## src/rtl/rrq_pkg.sv

```systemverilog
`timescale 1ns / 1ps
// ----------------------------------------------------------------------------
// rrq_pkg
// Shared constants, codes and control/status structs for the round-robin
// ready queues.
// ----------------------------------------------------------------------------
package rrq_pkg;

  localparam int MAX_WORKERS = 16;
  localparam int RECORD_POOL = 1024;

  // payload field widths
  localparam int REC_W = 10;
  localparam int WK_W  = 4;
  localparam int WC_W  = 5;
  localparam int ST_W  = 2;

  // derived storage widths
  localparam int A_W   = (RECORD_POOL > 1) ? $clog2(RECORD_POOL) : 1;
  localparam int Q_W   = (MAX_WORKERS > 1) ? $clog2(MAX_WORKERS) : 1;
  localparam int CNT_W = $clog2(MAX_WORKERS + 1);

  // configuration port
  localparam int CFG_IDX_W  = 2;
  localparam int CFG_DATA_W = 5;
  localparam logic [CFG_IDX_W-1:0] CFG_BIND_MODE    = 2'd0;
  localparam logic [CFG_IDX_W-1:0] CFG_ONE_LEVEL    = 2'd1;
  localparam logic [CFG_IDX_W-1:0] CFG_WORKER_COUNT = 2'd2;

  // commands
  localparam logic CMD_ENQUEUE = 1'b0;
  localparam logic CMD_DEQUEUE = 1'b1;

  // result status codes
  localparam logic [ST_W-1:0] ST_OK      = 2'd0;
  localparam logic [ST_W-1:0] ST_EMPTY   = 2'd1;
  localparam logic [ST_W-1:0] ST_IGNORED = 2'd2;

  // controller to datapath
  typedef struct packed {
    logic load_item;
    logic set_ignored;
    logic link_step;
    logic append;
    logic deal_step;
    logic dq_check;
    logic dq_wb;
    logic emit;
  } rrq_cmd_t;

  // datapath to controller
  typedef struct packed {
    logic is_dequeue;
    logic range_bad;
    logic bind_mode;
    logic at_last;
    logic dq_empty;
    logic dq_last;
    logic out_free;
  } rrq_sts_t;

endpackage

```

## src/rtl/rrq_ctrl.sv

```systemverilog
`timescale 1ns / 1ps
// ----------------------------------------------------------------------------
// rrq_ctrl
// Sequencer: takes one command at a time and steps the datapath through the
// range walk, the tail append or the dequeue read.
// ----------------------------------------------------------------------------
module rrq_ctrl (
  input  logic              clk,
  input  logic              rst_n,
  input  logic              in_valid,
  output logic              in_ready,
  input  rrq_pkg::rrq_sts_t sts_i,
  output rrq_pkg::rrq_cmd_t cmd_o
);

  typedef enum logic [7:0] {
    S_IDLE   = 8'b0000_0001,
    S_DISP   = 8'b0000_0010,
    S_LINK   = 8'b0000_0100,
    S_APPEND = 8'b0000_1000,
    S_DEAL   = 8'b0001_0000,
    S_DQ_CHK = 8'b0010_0000,
    S_DQ_WB  = 8'b0100_0000,
    S_DONE   = 8'b1000_0000
  } rrq_state_t;

  rrq_state_t state_r;
  rrq_state_t state_nxt;
  logic       in_fire;

  assign in_ready = (state_r == S_IDLE);
  assign in_fire  = in_valid && in_ready;

  always_comb begin
    state_nxt = state_r;
    cmd_o     = '0;
    case (state_r)
      S_IDLE: begin
        if (in_fire) begin
          cmd_o.load_item = 1'b1;
          state_nxt       = S_DISP;
        end
      end
      S_DISP: begin
        if (sts_i.is_dequeue) begin
          state_nxt = S_DQ_CHK;
        end else if (sts_i.range_bad) begin
          cmd_o.set_ignored = 1'b1;
          state_nxt         = S_DONE;
        end else if (sts_i.bind_mode) begin
          state_nxt = S_DEAL;
        end else begin
          state_nxt = S_LINK;
        end
      end
      S_LINK: begin
        // chain cur -> cur+1 until the last record of the range
        cmd_o.link_step = 1'b1;
        if (sts_i.at_last) begin
          state_nxt = S_APPEND;
        end
      end
      S_APPEND: begin
        cmd_o.append = 1'b1;
        state_nxt    = S_DONE;
      end
      S_DEAL: begin
        cmd_o.deal_step = 1'b1;
        if (sts_i.at_last) begin
          state_nxt = S_DONE;
        end
      end
      S_DQ_CHK: begin
        cmd_o.dq_check = 1'b1;
        if (sts_i.dq_empty || sts_i.dq_last) begin
          state_nxt = S_DONE;
        end else begin
          state_nxt = S_DQ_WB;
        end
      end
      S_DQ_WB: begin
        cmd_o.dq_wb = 1'b1;
        state_nxt   = S_DONE;
      end
      S_DONE: begin
        if (sts_i.out_free) begin
          cmd_o.emit = 1'b1;
          state_nxt  = S_IDLE;
        end
      end
      default: begin
        state_nxt = S_IDLE;
      end
    endcase
  end

  always_ff @(posedge clk) begin
    if (!rst_n) begin
      state_r <= S_IDLE;
    end else begin
      state_r <= state_nxt;
    end
  end

`ifndef SYNTHESIS
  a_accept_to_disp: assert property (@(posedge clk) disable iff (!rst_n)
    in_fire |=> (state_r == S_DISP))
    else $error("accepted command did not go to dispatch");

  a_done_holds: assert property (@(posedge clk) disable iff (!rst_n)
    (state_r == S_DONE) && !sts_i.out_free |=> (state_r == S_DONE))
    else $error("result left while output register was full");
`endif

endmodule

```

## config.mk

```make
export PLATFORM = sky130hd
export DESIGN_NAME = rrq_ctrl
export DESIGN_NICKNAME = d
export VERILOG_FILES = /design/src/rtl/rrq_pkg.sv /design/src/rtl/rrq_ctrl.sv
export SDC_FILE = /design/constraint.sdc
export NUM_CORES = 1
export LEC_CHECK = 0
export BUFFER_PORTS_ARGS = -buffer_cell sky130_fd_sc_hd__buf_2
export CAP_MARGIN = 20
export CORE_AREA = 8 8 45 47
export DETAILED_ROUTE_END_ITERATION = 10
export DIE_AREA = 0 0 53 55
export MAX_ROUTING_LAYER = met4
export PLACE_DENSITY = 0.67
export SLEW_MARGIN = 20
export SYNTH_ARGS = -nofsm -noshare
export SYNTH_HDL_FRONTEND = slang
export SYNTH_SLANG_ARGS = --single-unit
```

## constraint.sdc

```tcl
create_clock -name clk -period 2.7 [get_ports clk]
set_clock_uncertainty 0.15 [all_clocks]
set_input_delay 0.135 -clock clk [delete_from_list [all_inputs] [get_ports clk]]
set_output_delay 0.135 -clock clk [all_outputs]
set_load 0.05 [all_outputs]
```

==> results by group <==
GRT
  • Vias in the first global route: 489
  • Tot GR Track Use: around a tenth
  • Initial antenna violation count: 0
  • Largest net degree at the start of global routing: 7
  • Grt total ovfl: 0
  • First-pass GRT wire length: 2050 um

Layout
  • Biggest register: state_r
  • Final #Nets: 94
  • Diode count: 0
  • Fillcell total: 134
  • Biggest regs: state_r x8
  • Largest register FFs: 8
  • Layout area overhead: 30.0%
  • Final Instance Count excl. Fillers: 98
  • Final Cell Area: approximately 660 um2
  • Layout cell share with drive strength beyond 1: between 20 and 30%

Routing
  • Routed vias: 507
  • Number of remaining DRC errors: 0
  • Drt total wl: about 1300 um
  • TritonRoute pass-1 iters: 4
  • Routed vias/inst: between 5 and 6
  • Drt wl/cell: approximately 13 um
  • Antenna-violating nets left: 0
  • First DRT Iteration DRCs: 16

Synth
  • Sequential cell area fraction in the yosys report: 31.4%
  • Seq cells post-synth: 8
  • Post-synth cell types: 25
  • Syn Inst Count: 59
  • Mapped Nets: 69
  • Mapped Avg Cell Area: 8.63 um2
  • Primary FF master, synth: dfxtp_1
  • Syn Std Cell Area: 509 um2
  • Share of synthesized registers carrying an async set or reset: 0%
  • Post-synth EDFFs: 0
  • Yosys warnings: 0

Hold path
  • Min-delay src: rst_n
  • WHS Path Cells: 3
  • WHS Endpoint: state_r[5]
  • HP Class: input pin to register

STA
  • Measured slew at the worst slew-check pin: 0.335 ns
  • Fin crit share: 72.8%
  • Rel. slew slack: 77.4%
  • Final min period: 1.97 ns
  • Max Fclk: just over 0.5 GHz
  • RSZ-0062 raised after global routing: no
  • Final Max Slew Viols: 0
  • Setup_tns: 0 ns
  • Final Hold Fails: 0
  • Setup slack after layout: ~0.73 ns
  • Final setup vio count: 0

Setup path
  • Type of the worst setup path: register to primary output
  • Crit path launch: state_r[6]
  • Worst-path fanout max: 6
  • Crit path launch type: register
  • Critical path's slowest cell: nor4_4
  • RR Endpoint: state_r[0]
  • Buf/Inv on CP: 1
  • Critical path capture point type: primary output
  • Reg2reg path depth: 5
  • Cell family with most CP delay: simple AND/OR/NAND/NOR gates
  • Max stage delay on crit path: 0.40 ns
  • Required time worst endpoint: 2.41 ns
  • R2R Setup Slk: 0.85 ns
  • Worst path cell trace: nor4_4, nand4b_1, nor2_1, buf_2
  • CP arrival: 1.68 ns
  • Reg-to-reg startpoint: state_r[0]

Place
  • Port Buf Inserts: 18
  • Worst Setup Slack post-DPL: 0.860 ns
  • Post-DP HPWL: 1030 um
  • Placed Cells: 93
  • Post-DP Area: 619 um2
  • Gpl congestion: 0.814

Status
  • Status: complete, no violations

Power and ir drop
  • Pleak: 0.000349 uW
  • Worst VDD drop: ~280 uV
  • PD cells: 621 nW/um2

Clock network
  • Clk root buf: clkbuf_4
  • Worst-Skew Late Latency: 0.25 ns
  • CTS clk-pin slew, worst paths: 0.05 ns
  • TritonCTS Sinks: 8
  • Clock Tree Buf Depth: 2
  • CTS H-tree lvls: 1
  • Num CTS Buffers: 3
  • Post-cts resize count: 0
  • CTS tree: built

Floorplanning
  • Die area: 2920 um2
  • Die Ht: 55 um
  • Chip width: 53 um
  • Site Rows: 14
  • Starting density of the core: 36.8%
  • Core area: 1380 um2
  • Top-Level Pins: 19

Run
  • Max Cap Violations: 0
worst reg2reg max path, stage by stage, from the launching register on:
cell,delay [ns]
dfxtp_1,0.36
nor4_4,0.37
nand4b_1,0.28
nand3b_1,0.22
nor4_1,0.08
a211o_1,0.28
metal layers:
metal	global-route usage, %	wire length, um	vias up
met5	-	0	-
met1	9.76	556	220
met2	16.0	634	15
met3	2.14	84	4
li1	-	-	268
met4	9.05	36	0
how the worst max path moves through the flow:
stage                       endpoint  slack [ns]  cells after the start
after detailed placement  state_r[0]        0.86                      5
final                       cmd_o[6]        0.73                      4
after global routing        cmd_o[6]        0.61                      4
after global placement    state_r[0]        0.88                      5
after floorplan           state_r[0]        0.68                      5
after CTS                   cmd_o[6]        0.74                      4
layout make-up:
type	count	area (um2)	area share (%)
timing repair buffer	20	110	16.6
inverter	5	18.8	2.84
clock buffer	3	22.5	3.40
multi-input combinational	46	330	49.9
tap	16	20.0	3.02
sequential	8	160	24.2
Yosys cell counts (2+ instances only):
library cell	instances	area, um2
a21oi_1	2	10.0
and3_1	6	37.5
and4b_1	3	30.0
dfxtp_1	8	160
inv_1	5	18.8
nand2b_1	2	12.5
nand4b_1	4	35.0
nor2_1	10	37.5
nor3_1	2	10.0
nor4_4	2	42.5
cell usage in the layout, fill, tap and decap left out:
cell type / n
clkbuf_4: 3
a211o_1: 1
and4b_1: 3
nand2_1: 1
nor2_1: 10
nand2b_1: 2
and2_1: 1
o211a_1: 1
o21a_1: 1
dlygate4sd3_1: 2
nand4b_1: 4
a21oi_2: 1
o2bb2ai_1: 1
nor2b_1: 1
xor2_1: 1
o31ai_1: 1
nor4_1: 1
nor3_1: 2
inv_1: 5
a21o_1: 1
nand3b_1: 1
nor4b_1: 1
and3b_1: 1
and3_1: 6
a21oi_1: 2
dfxtp_1: 8
nor4_4: 2
buf_2: 18
cell families (layout without fill, tap and decap cells):
group	after synthesis	count (layout)	synth area share (%)
AND/OR/NAND/NOR	36	36	49.6
AO/OA/AOI/OAI	9	9	13.5
flip-flops	8	8	31.4
buffers and inverters	5	28	3.69
XOR/XNOR	1	1	1.72
metrics by stage:
step	hold WS (ns)	utilization (%)	power [uW]
CTS	0.00327	47.8	414
finish	0.00445	47.8	411
global placement	0.225	44.8	320
detailed placement	0.224	44.8	319
floorplan	0.0988	-	280
global route	0.0189	47.8	437
what timing repair did:
action                    CTS  global route
hold buffers                2             0
hold endpoints to repair    2             0
setup buffers               0             0
power breakdown:
part / internal (uW) / switching (uW) / total (uW)
clock network: 50.6 / 37.6 / 88.3
registers: 130 / 19.7 / 150
logic: 66.7 / 106 / 173
Note: power is estimated with default switching activity, not from simulation.
